===== config.mk =====
export PLATFORM = sky130hd
export DESIGN_NAME = signed_integer_to_decimal_text_top_flat
export DESIGN_NICKNAME = d
export VERILOG_FILES = /design/src/rtl/sitdt_pkg.sv /design/src/rtl/sitdt_value_if.sv /design/src/rtl/sitdt_text_if.sv /design/src/rtl/sitdt_dabble.sv /design/src/rtl/signed_integer_to_decimal_text_top.sv /design/src/flat_wrapper.sv
export VERILOG_INCLUDE_DIRS = /design/src /design/src/rtl
export SDC_FILE = /design/constraint.sdc
export NUM_CORES = 1
export LEC_CHECK = 0
export BUFFER_PORTS_ARGS = -buffer_cell sky130_fd_sc_hd__buf_2
export CAP_MARGIN = 20
export CORE_MARGIN = 8
export CORE_UTILIZATION = 66
export CTS_BUF_LIST = sky130_fd_sc_hd__clkbuf_2
export CTS_CLUSTER_SIZE = 25
export DETAILED_ROUTE_END_ITERATION = 7
export PLACE_DENSITY = 0.85
export SLEW_MARGIN = 30
export SYNTH_ARGS = -nofsm -noshare
export SYNTH_HDL_FRONTEND = slang
export SYNTH_HIERARCHICAL = 1
export SYNTH_SLANG_ARGS = --single-unit

===== constraint.sdc =====
create_clock -name clk -period 3.95 [get_ports clk]
set_input_delay 0.1975 -clock clk [delete_from_list [all_inputs] [get_ports clk]]
set_output_delay 0.1975 -clock clk [all_outputs]
set_load 0.02 [all_outputs]

===== src/rtl/signed_integer_to_decimal_text_top_assert.svh =====
// Assertion macros shared by the signed integer to decimal text block.
`ifndef SIGNED_INTEGER_TO_DECIMAL_TEXT_TOP_ASSERT_SVH
`define SIGNED_INTEGER_TO_DECIMAL_TEXT_TOP_ASSERT_SVH

// Check that a condition implies another condition in the same cycle.
`define SITDT_ASSERT_SAME(label, clock, resetn, ante, cons) \
    label: assert property (@(posedge clock) disable iff (!resetn) (ante) |-> (cons)) \
        else $error("sitdt same-cycle check failed");

// Check that a condition implies another condition in the next cycle.
`define SITDT_ASSERT_NEXT(label, clock, resetn, ante, cons) \
    label: assert property (@(posedge clock) disable iff (!resetn) (ante) |=> (cons)) \
        else $error("sitdt next-cycle check failed");

`endif


===== src/rtl/sitdt_pkg.sv =====
// Package with shared constants for the signed integer to decimal text block.
`timescale 1ns / 1ps

package sitdt_pkg;

    // Port width of the input value field
    localparam int VALUE_BITS = 64;
    // Default width of the two's complement integer
    localparam int VALUE_WIDTH_DEFAULT = 64;
    // Width of one output character
    localparam int CHAR_BITS = 8;

    // ASCII codes
    localparam logic [CHAR_BITS-1:0] CHAR_ZERO  = 8'd48;
    localparam logic [CHAR_BITS-1:0] CHAR_MINUS = 8'd45;

    // log10(2) as a fraction, for sizing the decimal digit store
    localparam int LOG10_2_NUM = 30103;
    localparam int LOG10_2_DEN = 100000;

endpackage


===== src/rtl/sitdt_value_if.sv =====
// Handshake channel carrying one signed integer per transaction.
`timescale 1ns / 1ps

interface sitdt_value_if;

    logic                                   valid;
    logic                                   ready;
    logic signed [sitdt_pkg::VALUE_BITS-1:0] value;

    modport source (output valid, output value, input ready);
    modport sink   (input valid, input value, output ready);

endinterface


===== src/rtl/sitdt_text_if.sv =====
// Handshake channel carrying one text character per transaction.
`timescale 1ns / 1ps

interface sitdt_text_if;

    logic                                valid;
    logic                                ready;
    logic [sitdt_pkg::CHAR_BITS-1:0]     text_char;
    logic                                last_char;

    modport source (output valid, output text_char, output last_char, input ready);
    modport sink   (input valid, input text_char, input last_char, output ready);

endinterface


===== src/rtl/sitdt_dabble.sv =====
// Iterative binary to BCD converter, one magnitude bit per cycle (shift and add 3).
`timescale 1ns / 1ps

module sitdt_dabble #(
    parameter int VALUE_WIDTH = sitdt_pkg::VALUE_WIDTH_DEFAULT,
    parameter int NUM_DIGITS  = 19
) (
    input  logic                      clk,
    input  logic                      rst_n,
    input  logic                      start,
    input  logic [VALUE_WIDTH-1:0]    mag,
    output logic                      done,
    output logic [NUM_DIGITS*4-1:0]   bcd
);

    localparam int BCD_W = NUM_DIGITS * 4;
    localparam int CNT_W = $clog2(VALUE_WIDTH + 1);

    logic [VALUE_WIDTH-1:0] bin_reg;
    logic [VALUE_WIDTH-1:0] bin_next;
    logic [BCD_W-1:0]       bcd_reg;
    logic [BCD_W-1:0]       bcd_next;
    logic [BCD_W-1:0]       bcd_adj;
    logic [CNT_W-1:0]       cnt_reg;
    logic [CNT_W-1:0]       cnt_next;
    logic                   busy_reg;
    logic                   busy_next;
    logic                   done_reg;
    logic                   done_next;

    // Add 3 to every digit of 5 or more before the shift
    always_comb
    begin
        for (int i = 0; i < NUM_DIGITS; i++)
        begin
            if (bcd_reg[i*4 +: 4] >= 4'd5)
            begin
                bcd_adj[i*4 +: 4] = bcd_reg[i*4 +: 4] + 4'd3;
            end
            else
            begin
                bcd_adj[i*4 +: 4] = bcd_reg[i*4 +: 4];
            end
        end
    end

    // Load on start, then shift one bit per cycle until the count runs out
    always_comb
    begin
        bin_next  = bin_reg;
        bcd_next  = bcd_reg;
        cnt_next  = cnt_reg;
        busy_next = busy_reg;
        done_next = 1'b0;
        if (start)
        begin
            bin_next  = mag;
            bcd_next  = '0;
            cnt_next  = CNT_W'(VALUE_WIDTH);
            busy_next = 1'b1;
        end
        else if (busy_reg)
        begin
            bcd_next = {bcd_adj[BCD_W-2:0], bin_reg[VALUE_WIDTH-1]};
            bin_next = {bin_reg[VALUE_WIDTH-2:0], 1'b0};
            cnt_next = cnt_reg - 1'b1;
            if (cnt_reg == CNT_W'(1))
            begin
                busy_next = 1'b0;
                done_next = 1'b1;
            end
        end
    end

    // Hold converter state
    always_ff @(posedge clk or negedge rst_n)
    begin
        if (!rst_n)
        begin
            bin_reg  <= '0;
            bcd_reg  <= '0;
            cnt_reg  <= '0;
            busy_reg <= 1'b0;
            done_reg <= 1'b0;
        end
        else
        begin
            bin_reg  <= bin_next;
            bcd_reg  <= bcd_next;
            cnt_reg  <= cnt_next;
            busy_reg <= busy_next;
            done_reg <= done_next;
        end
    end

    assign done = done_reg;
    assign bcd  = bcd_reg;

endmodule


===== src/rtl/signed_integer_to_decimal_text_top.sv =====
// Top level: signed integer in, its decimal ASCII text out one character per transaction.
//
// Usage:
//   num  (sink)   : one signed integer per transaction; the low VALUE_WIDTH bits of
//                   value are the two's complement number, upper bits are ignored.
//   text (source) : the decimal text, one character per transaction: '-' first for a
//                   negative number, then digits most significant first with no
//                   leading zeros; zero gives '0'. last_char marks the final character.
//   Conversion: the magnitude is converted to BCD by a shift-and-add-3 loop that takes
//   one bit per cycle. The digit stage then skips each leading zero and emits each
//   digit in turn, after a '-' for a negative number.
//   The block takes no new number until it is through with the current one;
//   num.ready is high only while the block is idle.
//   Characters leave through an output register: when text.ready is low the current
//   character holds and the next character waits. The next number is taken as soon as
//   the previous number's final character sits in the output register.
//   Reset (rst_n low, asynchronous) empties the output register and returns the
//   sequencer to idle; no state is kept between numbers.
`timescale 1ns / 1ps
`include "signed_integer_to_decimal_text_top_assert.svh"

module signed_integer_to_decimal_text_top #(
    parameter int VALUE_WIDTH = sitdt_pkg::VALUE_WIDTH_DEFAULT
) (
    input  logic                 clk,
    input  logic                 rst_n,
    sitdt_value_if.sink          num,
    sitdt_text_if.source         text
);

    localparam int NUM_DIGITS = ((VALUE_WIDTH - 1) * sitdt_pkg::LOG10_2_NUM)
                                / sitdt_pkg::LOG10_2_DEN + 1;
    localparam int BCD_W      = NUM_DIGITS * 4;
    localparam int IDX_W      = $clog2(NUM_DIGITS);

    typedef enum logic [1:0] {
        ST_IDLE,
        ST_CONVERT,
        ST_SIGN,
        ST_DIGITS
    } state_t;

    state_t                          state_reg;
    state_t                          state_next;
    logic                            neg_reg;
    logic                            neg_next;
    logic [BCD_W-1:0]                digits_reg;
    logic [BCD_W-1:0]                digits_next;
    logic [IDX_W-1:0]                idx_reg;
    logic [IDX_W-1:0]                idx_next;
    logic                            started_reg;
    logic                            started_next;
    logic                            out_valid_reg;
    logic                            out_valid_next;
    logic [sitdt_pkg::CHAR_BITS-1:0] out_char_reg;
    logic [sitdt_pkg::CHAR_BITS-1:0] out_char_next;
    logic                            out_last_reg;
    logic                            out_last_next;

    logic [VALUE_WIDTH-1:0]          raw_val;
    logic [VALUE_WIDTH-1:0]          mag;
    logic                            accept;
    logic                            out_free;
    logic [3:0]                      top_digit;
    logic                            dab_done;
    logic [BCD_W-1:0]                dab_bcd;

    // Form the unsigned magnitude of the incoming value
    assign raw_val = num.value[VALUE_WIDTH-1:0];
    assign mag     = raw_val[VALUE_WIDTH-1] ? VALUE_WIDTH'(~raw_val + 1'b1) : raw_val;

    assign num.ready = (state_reg == ST_IDLE);
    assign accept    = num.valid && num.ready;
    assign out_free  = !out_valid_reg || text.ready;
    assign top_digit = digits_reg[BCD_W-1 -: 4];

    sitdt_dabble #(
        .VALUE_WIDTH (VALUE_WIDTH),
        .NUM_DIGITS  (NUM_DIGITS)
    ) u_dabble (
        .clk   (clk),
        .rst_n (rst_n),
        .start (accept),
        .mag   (mag),
        .done  (dab_done),
        .bcd   (dab_bcd)
    );

    // Sequence sign and digits into the output register
    always_comb
    begin
        state_next     = state_reg;
        neg_next       = neg_reg;
        digits_next    = digits_reg;
        idx_next       = idx_reg;
        started_next   = started_reg;
        out_valid_next = out_valid_reg && !text.ready;
        out_char_next  = out_char_reg;
        out_last_next  = out_last_reg;
        case (state_reg)
            ST_IDLE:
            begin
                if (accept)
                begin
                    neg_next   = raw_val[VALUE_WIDTH-1];
                    state_next = ST_CONVERT;
                end
            end
            ST_CONVERT:
            begin
                if (dab_done)
                begin
                    digits_next  = dab_bcd;
                    idx_next     = IDX_W'(NUM_DIGITS - 1);
                    started_next = 1'b0;
                    state_next   = neg_reg ? ST_SIGN : ST_DIGITS;
                end
            end
            ST_SIGN:
            begin
                if (out_free)
                begin
                    out_valid_next = 1'b1;
                    out_char_next  = sitdt_pkg::CHAR_MINUS;
                    out_last_next  = 1'b0;
                    state_next     = ST_DIGITS;
                end
            end
            ST_DIGITS:
            begin
                if (!started_reg && top_digit == 4'd0 && idx_reg != '0)
                begin
                    // Drop a leading zero
                    digits_next = {digits_reg[BCD_W-5:0], 4'd0};
                    idx_next    = idx_reg - 1'b1;
                end
                else if (out_free)
                begin
                    out_valid_next = 1'b1;
                    out_char_next  = sitdt_pkg::CHAR_ZERO + {4'd0, top_digit};
                    out_last_next  = (idx_reg == '0);
                    digits_next    = {digits_reg[BCD_W-5:0], 4'd0};
                    idx_next       = idx_reg - 1'b1;
                    started_next   = 1'b1;
                    if (idx_reg == '0)
                    begin
                        state_next = ST_IDLE;
                    end
                end
            end
            default:
            begin
                state_next = ST_IDLE;
            end
        endcase
    end

    // Hold sequencer state and the output register
    always_ff @(posedge clk or negedge rst_n)
    begin
        if (!rst_n)
        begin
            state_reg     <= ST_IDLE;
            neg_reg       <= 1'b0;
            digits_reg    <= '0;
            idx_reg       <= '0;
            started_reg   <= 1'b0;
            out_valid_reg <= 1'b0;
            out_char_reg  <= '0;
            out_last_reg  <= 1'b0;
        end
        else
        begin
            state_reg     <= state_next;
            neg_reg       <= neg_next;
            digits_reg    <= digits_next;
            idx_reg       <= idx_next;
            started_reg   <= started_next;
            out_valid_reg <= out_valid_next;
            out_char_reg  <= out_char_next;
            out_last_reg  <= out_last_next;
        end
    end

    assign text.valid     = out_valid_reg;
    assign text.text_char = out_char_reg;
    assign text.last_char = out_last_reg;

    // An accepted number always starts a conversion
    `SITDT_ASSERT_NEXT(a_accept_converts, clk, rst_n, accept, state_reg == ST_CONVERT)
    // The converter only finishes while the sequencer waits for it
    `SITDT_ASSERT_SAME(a_done_in_convert, clk, rst_n, dab_done, state_reg == ST_CONVERT)
    // A sign never ends a number's text
    `SITDT_ASSERT_SAME(a_sign_not_last, clk, rst_n,
        text.valid && text.text_char == sitdt_pkg::CHAR_MINUS, !text.last_char)
    // Loading the final digit returns the sequencer to idle
    `SITDT_ASSERT_NEXT(a_last_to_idle, clk, rst_n,
        state_reg == ST_DIGITS && out_free && started_reg && idx_reg == '0,
        state_reg == ST_IDLE && out_last_reg)

endmodule


===== src/flat_wrapper.sv =====
// flat-port wrapper written by rule: the top's interface ports become plain ports
module signed_integer_to_decimal_text_top_flat 
#(
    parameter int VALUE_WIDTH = sitdt_pkg::VALUE_WIDTH_DEFAULT
)
  (clk, rst_n, num_valid, num_value, num_ready, text_valid, text_text_char, text_last_char, text_ready);
  sitdt_value_if num_i ();
  sitdt_text_if text_i ();
  input  logic clk;
  input  logic rst_n;
  input wire logic [$bits(num_i.valid)-1:0] num_valid;
  input wire logic [$bits(num_i.value)-1:0] num_value;
  output wire logic [$bits(num_i.ready)-1:0] num_ready;
  output wire logic [$bits(text_i.valid)-1:0] text_valid;
  output wire logic [$bits(text_i.text_char)-1:0] text_text_char;
  output wire logic [$bits(text_i.last_char)-1:0] text_last_char;
  input wire logic [$bits(text_i.ready)-1:0] text_ready;
  assign num_i.valid = num_valid;
  assign num_i.value = num_value;
  assign num_ready = num_i.ready;
  assign text_valid = text_i.valid;
  assign text_text_char = text_i.text_char;
  assign text_last_char = text_i.last_char;
  assign text_i.ready = text_ready;
  signed_integer_to_decimal_text_top #(.VALUE_WIDTH(VALUE_WIDTH)) u_core (.clk(clk), .rst_n(rst_n), .num(num_i), .text(text_i));
endmodule

Word level (Yosys, flattened, before mapping). Index checks and enable logic that the tools add are counted.

Flip-flop bits (word level): 244. Input port bits: 68.

Magnitude comparators: 19. Mux-type cells: 63. Equal/unequal tests: 11. Add/subtract/negate cells: 23. Bitwise operators: 1. Reduce and logical (&&, ||, !) cells: 20.

Operators with widths (count): $mux 76 (5); $mux 64 (3); $pmux 76 s2 (1); $ge 4x3->1 const B (19); $add 4x2->4 const B (18); $mux 4 (18); $add 64x1->64 const B (1); $not 64->64 (1); $mux 8 (3); $pmux 8 s2 (1); $mux 1 (15); $mux 5 (3); $mux 7 (2); $mux 2 (6); $pmux 5 s2 (1); $pmux 2 s4 (1); $reduce_and 4->1 (2); $add 6x4->7 const A (1); $eq 7x1->1 const B (1); $sub 7x1->7 const B (1); $ne 2x1->1 const B (3); $ne 2x2->1 const B (3); $pmux 1 s2 (3); $reduce_and 6->1 (1); other kinds (16) (24).

Depth between registers and ports, before layout.
Word-level depth: 5. Depth in mapped cells: 10.

Modules after synthesis. The synthesis kept the hierarchy.

Modules (own cells, without submodules): sitdt_dabble (seq. area each 3728.6 µm², cells each 861, times used 1, area each 8384.3 µm²); signed_integer_to_decimal_text_top (seq. area each 2327.2 µm², cells each 609, times used 1, area each 5736.8 µm²).

Least setup slack after synthesis. Ideal clock, no wire load.

Kind: register to register. Start: register u_core.idx_reg[0]. End: register u_core.digits_reg[72]. Required time: 3.867 ns. Arrival time: 2.144 ns. Slack: 1.723 ns. Stages on the path, launching flop included: 11. Setup time: 0.083 ns. Clock period less this slack: 2.227 ns. Cells stage by stage: dfrtp_1 > inv_1 > ha_1 > nor4b_1 > o31ai_2 > o21bai_1 > buf_2 > buf_2 > buf_2 > nand2_1 > o21ai_0.

Longest elaborated chain between the ends: 4.

Ends and longest elaborated chain: start, declared (RTL line signed_integer_to_decimal_text_top.sv:49) `logic [IDX_W-1:0] idx_reg;`; start signal, assigned (RTL line signed_integer_to_decimal_text_top.sv:177) `idx_reg <= idx_next;`; $reduce_bool 5->1 * (RTL line signed_integer_to_decimal_text_top.sv:131) `if (!started_reg && top_digit == 4'd0 && idx_reg != '0)`; $logic_and 1x1->1 * (RTL line signed_integer_to_decimal_text_top.sv:131); $ne 3x1->1 (no line) or $mux 76 (tied branches); $reduce_and 3->1 (no line) or $pmux 76 s2 (tied branches); end signal, assigned (RTL line signed_integer_to_decimal_text_top.sv:176) `digits_reg <= digits_next;`; end, declared (RTL line signed_integer_to_decimal_text_top.sv:47) `logic [BCD_W-1:0] digits_reg;`.

Every way passes the cells marked *; elsewhere a longest branch is shown, timed or not. A chain may end at the register's enable or synchronous reset.

Worst setup path after layout.
Start: input num_value[1]. End: register u_core.u_dabble.bin_reg[42].

Longest elaborated chain between the ends: 4.

Ends and longest elaborated chain: start, declared (RTL line flat_wrapper.sv:12) `input wire logic [$bits(num_i.value)-1:0] num_value;`; $not 64->64 (RTL line signed_integer_to_decimal_text_top.sv:70) `assign mag = raw_val[VALUE_WIDTH-1] ? VALUE_WIDTH'(~raw_val + 1'b1) : raw_val;`; $add 64x1->64 (RTL line signed_integer_to_decimal_text_top.sv:70); $mux 64 (RTL line signed_integer_to_decimal_text_top.sv:70); via u_core.mag[42] (RTL line signed_integer_to_decimal_text_top.sv:61) `logic [VALUE_WIDTH-1:0] mag;`; $mux 64 (RTL line sitdt_dabble.sv:55) `if (start)`; end signal, assigned (RTL line sitdt_dabble.sv:88) `bin_reg <= bin_next;`; end, declared (RTL line sitdt_dabble.sv:19) `logic [VALUE_WIDTH-1:0] bin_reg;`.

The timed path passes the listed nets, and every way through them passes these cells.

==> run summary <==
YOSYS
------------------------------------------------------------------------------------
Cells taking the most area after synthesis                              sky130_fd_sc_hd__dfrtp_1 43%, sky130_fd_sc_hd__mux2i_1 9.6%, sky130_fd_sc_hd__o21ai_0 7.0%, sky130_fd_sc_hd__nand2_1 4.7%, sky130_fd_sc_hd__ha_1 4.2%
Number of synthesis warnings                                                       6
Proportion of synthesized flip-flops having asynchronous set or reset           1.00
Cell area after technology mapping                                        14100 um^2
Sequential element share of the synthesized area                               0.429
Count of cell types in the netlist                                                71
Cell with the most instances after synthesis                            sky130_fd_sc_hd__dfrtp_1
Syn_area_per_cell                                                          9.61 um^2
Syn Inst Count                                                                  1470
Number of synthesized register bits                                              242
Number of enable-type register cells in the synthesized netlist                    0
Top-area cell type share of the netlist area                                   0.429
Main flop type after synthesis                                          sky130_fd_sc_hd__dfrtp_1
List of most frequent post-synthesis cells                              242 x sky130_fd_sc_hd__dfrtp_1, 197 x sky130_fd_sc_hd__o21ai_0, 178 x sky130_fd_sc_hd__nand2_1
Most area-hungry cell type in the Yosys netlist                         sky130_fd_sc_hd__dfrtp_1

TIMING
------------------------------------------------------------------------------------
Minimum clock period after layout                                            3.46 ns
Final Hold Violating Endpoints                                                     0
Setup violations, final                                                            0
Setup TNS                                                                       0 ns
Transition time at the pin with the least slew margin                       0.897 ns
Max Fclk                                                                     289 MHz
Relative max-transition margin                                                 0.402
Largest clock skew in the final design                                     0.0926 ns
Fin worst setup slack                                                       0.491 ns
Fin Hold WS                                                                 0.139 ns
Number of slew-limit violations in the final report                                0
Final worst path period share                                                  0.876
RSZ-0062 raised after global routing                                              no

DRT
------------------------------------------------------------------------------------
Number of nets still failing antenna checks after routing                          0
Routed WL per cell                                                           18.4 um
Number of vias per cell                                                         6.29
Overall routed net length                                                   35900 um
Initial drt markers                                                             1236
Number of DRC violations after detailed routing                                    0
Count of vias placed by the detailed router                                    12300
TritonRoute pass-1 iters                                                           7

PLACE
------------------------------------------------------------------------------------
Final estimated routing congestion in global placement                         0.822
HPWL after DPL                                                              19100 um
Number of port buffers                                                            76
Dpl ws                                                                       1.17 ns

SETUP PATH
------------------------------------------------------------------------------------
Worst-path maximum fanout                                                         14
Path depth of the worst reg2reg path                                               7
Cell chain of the critical path                                         dlygate4sd3_1 > buf_2 > inv_1 > ha_1 > or3b_2 > nor4_2 > nand3_2 > o41ai_1 > xnor2_1 > dlygate4sd3_1 > nand2_1 > o21ai_0
Critical Path Slowest Stage Cell                                        sky130_fd_sc_hd__o41ai_1
CP peak stage delay                                                          0.64 ns
Kind of critical path                                                   input port to flop
Data required time of the critical path                                      4.62 ns
CP dominant cell by count                                               sky130_fd_sc_hd__dlygate4sd3_1
Crit. End Element                                                               flop
Element type at the critical path start                                   input port
Worst Path Arrival                                                           4.13 ns

CLOCKING
------------------------------------------------------------------------------------
Buffers from clock root to sink, at most                                           3
Clock latency at the later pin of the worst-skew pair                        0.85 ns
H-tree level count                                                                 3
TritonCTS clock tree                                                             yes
Clock buffers created by TritonCTS                                                66
# Post-CTS Setup Buffers                                                           0
PostCTS Resize Cnt                                                                 0
Root Buffer Master                                                      sky130_fd_sc_hd__clkbuf_2
Clock sink count                                                                 242
CTS clock-pin slew for the worst setup and hold paths                        0.10 ns

DIE
------------------------------------------------------------------------------------
Row count                                                                         53
Count of boundary I/O pins                                                        79
Core box area                                                             21000 um^2
Die boundary width                                                            162 um
Initial Util                                                                   0.672
Die Ht                                                                        162 um
Die outline area                                                          26300 um^2

LAYOUT
------------------------------------------------------------------------------------
Net count, final                                                                1750
Area growth from synthesis to layout                                           15.2%
Ratio of cells with drive above 1 in the final layout                          0.139
Fillcell total                                                                  1241

GLOBAL ROUTE
------------------------------------------------------------------------------------
Via count of the first global-routing pass                                     12500
Maximum number of pins on one net before global-route repair                     143
Initial antenna violation count                                                    1
GRT Resource Usage Total                                                       0.272
Global route overflow                                                              0
First-pass GRT wire length                                                  59800 um

STATUS
------------------------------------------------------------------------------------
Result of the run                                                       complete, no violations

PWR
------------------------------------------------------------------------------------
IR drop worst, VDD                                                          0.447 mV
Leak pwr                                                                     7.19 nW
Power per unit of standard cell area                                     728 nW/um^2

HOLD PATH
------------------------------------------------------------------------------------
Number of instances on the worst hold path                                         2
Type of the most critical hold path                                     input port to flop

RUN
------------------------------------------------------------------------------------
Total of max-cap violations                                                        0

-- path summary, 6_finish.rpt --
kind                                  startpoint                     endpoint  slack, ns
min reg2reg                u_core/digits_reg[14]        u_core/digits_reg[14]       0.49
min                                num_value[63]               u_core/neg_reg       0.14
min in group asynchronous                  rst_n  u_core/u_dabble/bin_reg[27]       0.53
max                                 num_value[1]  u_core/u_dabble/bin_reg[42]       0.49
max reg2reg                    u_core/idx_reg[0]         u_core/digits_reg[5]       1.04
max in group asynchronous                  rst_n        u_core/digits_reg[20]       2.97
-- cell usage in the layout, fill, tap and decap left out, types with 17 or more instances in the layout --
cell,instances
sky130_fd_sc_hd__a21oi_1,58
sky130_fd_sc_hd__buf_2,74
sky130_fd_sc_hd__clkbuf_2,93
sky130_fd_sc_hd__dfrtp_1,241
sky130_fd_sc_hd__dlygate4sd3_1,104
sky130_fd_sc_hd__ha_1,46
sky130_fd_sc_hd__inv_1,65
sky130_fd_sc_hd__mux2i_1,136
sky130_fd_sc_hd__nand2_1,178
sky130_fd_sc_hd__nand2b_1,31
sky130_fd_sc_hd__nand3_1,23
sky130_fd_sc_hd__nor2_1,30
sky130_fd_sc_hd__o21ai_0,197
sky130_fd_sc_hd__o31ai_1,41
sky130_fd_sc_hd__or3_1,26
sky130_fd_sc_hd__xnor2_1,64
sky130_fd_sc_hd__xor2_1,17
-- stage by stage --
step,utilization,total power [W],std cells,area (um^2)
3_3_place_gp,0.691,0.00926,1736,14500
2_1_floorplan,-,0.00847,1471,14100
5_1_grt,0.774,0.0128,1953,16300
4_1_cts,0.774,0.0117,1952,16300
6_report,0.774,0.0118,1953,16300
3_5_place_dp,0.693,0.00962,1737,14600
-- cells by family after synthesis --
group / count (synthesis) / share of synthesized area
buffers and inverters: 161 / 0.0533
other: 1 / 0.000266
adders and majority gates: 47 / 0.0416
AOI/OAI and AO/OA: 402 / 0.178
xor gates and xnor gates: 81 / 0.0502
muxes: 140 / 0.0996
and+or+nand+nor: 396 / 0.148
DFF: 242 / 0.429
-- final cells by class --
class / instances / area, um^2 / area share
inverter: 65 / 244 / 0.0150
tap: 275 / 344 / 0.0212
multi-input combinational: 1068 / 7340 / 0.451
clock inverter: 17 / 170 / 0.0105
clock buffer: 93 / 465 / 0.0286
sequential: 242 / 6060 / 0.373
timing repair buffer: 192 / 1640 / 0.101
antenna: 1 / 2.50 / 0.000154
-- routing by layer --
layer,global-route usage,wire length [um]
met2,0.447,17200
met4,0.140,1770
met3,0.0600,2420
met5,0,0
met1,0.330,14500
-- worst max-delay path: cells and delay by family --
family | cells | cell delay, ns
AND/OR/NAND/NOR | 4 | 1.45
buffers and inverters | 4 | 1.37
AO/OA/AOI/OAI | 2 | 0.77
adder cells (fa/ha/maj) | 1 | 0.18
XOR/XNOR | 1 | 0.17
-- power by group --
| group | switching, W | internal [W] | total (W) | leakage, nW |
|---|---|---|---|---|
| Combinational | 0.00306 | 0.00230 | 0.00536 | 3.63 |
| Sequential | 0.00103 | 0.00351 | 0.00455 | 3.09 |
| Clock | 0.00104 | 0.000885 | 0.00193 | 0.466 |
-- what timing repair did --
action / CTS / global route
hold buffers: 105 / 0
endpoints found under the hold margin: 312 / 0
setup endpoints to repair: 0 / 0
(Power assumes the default switching activity.)
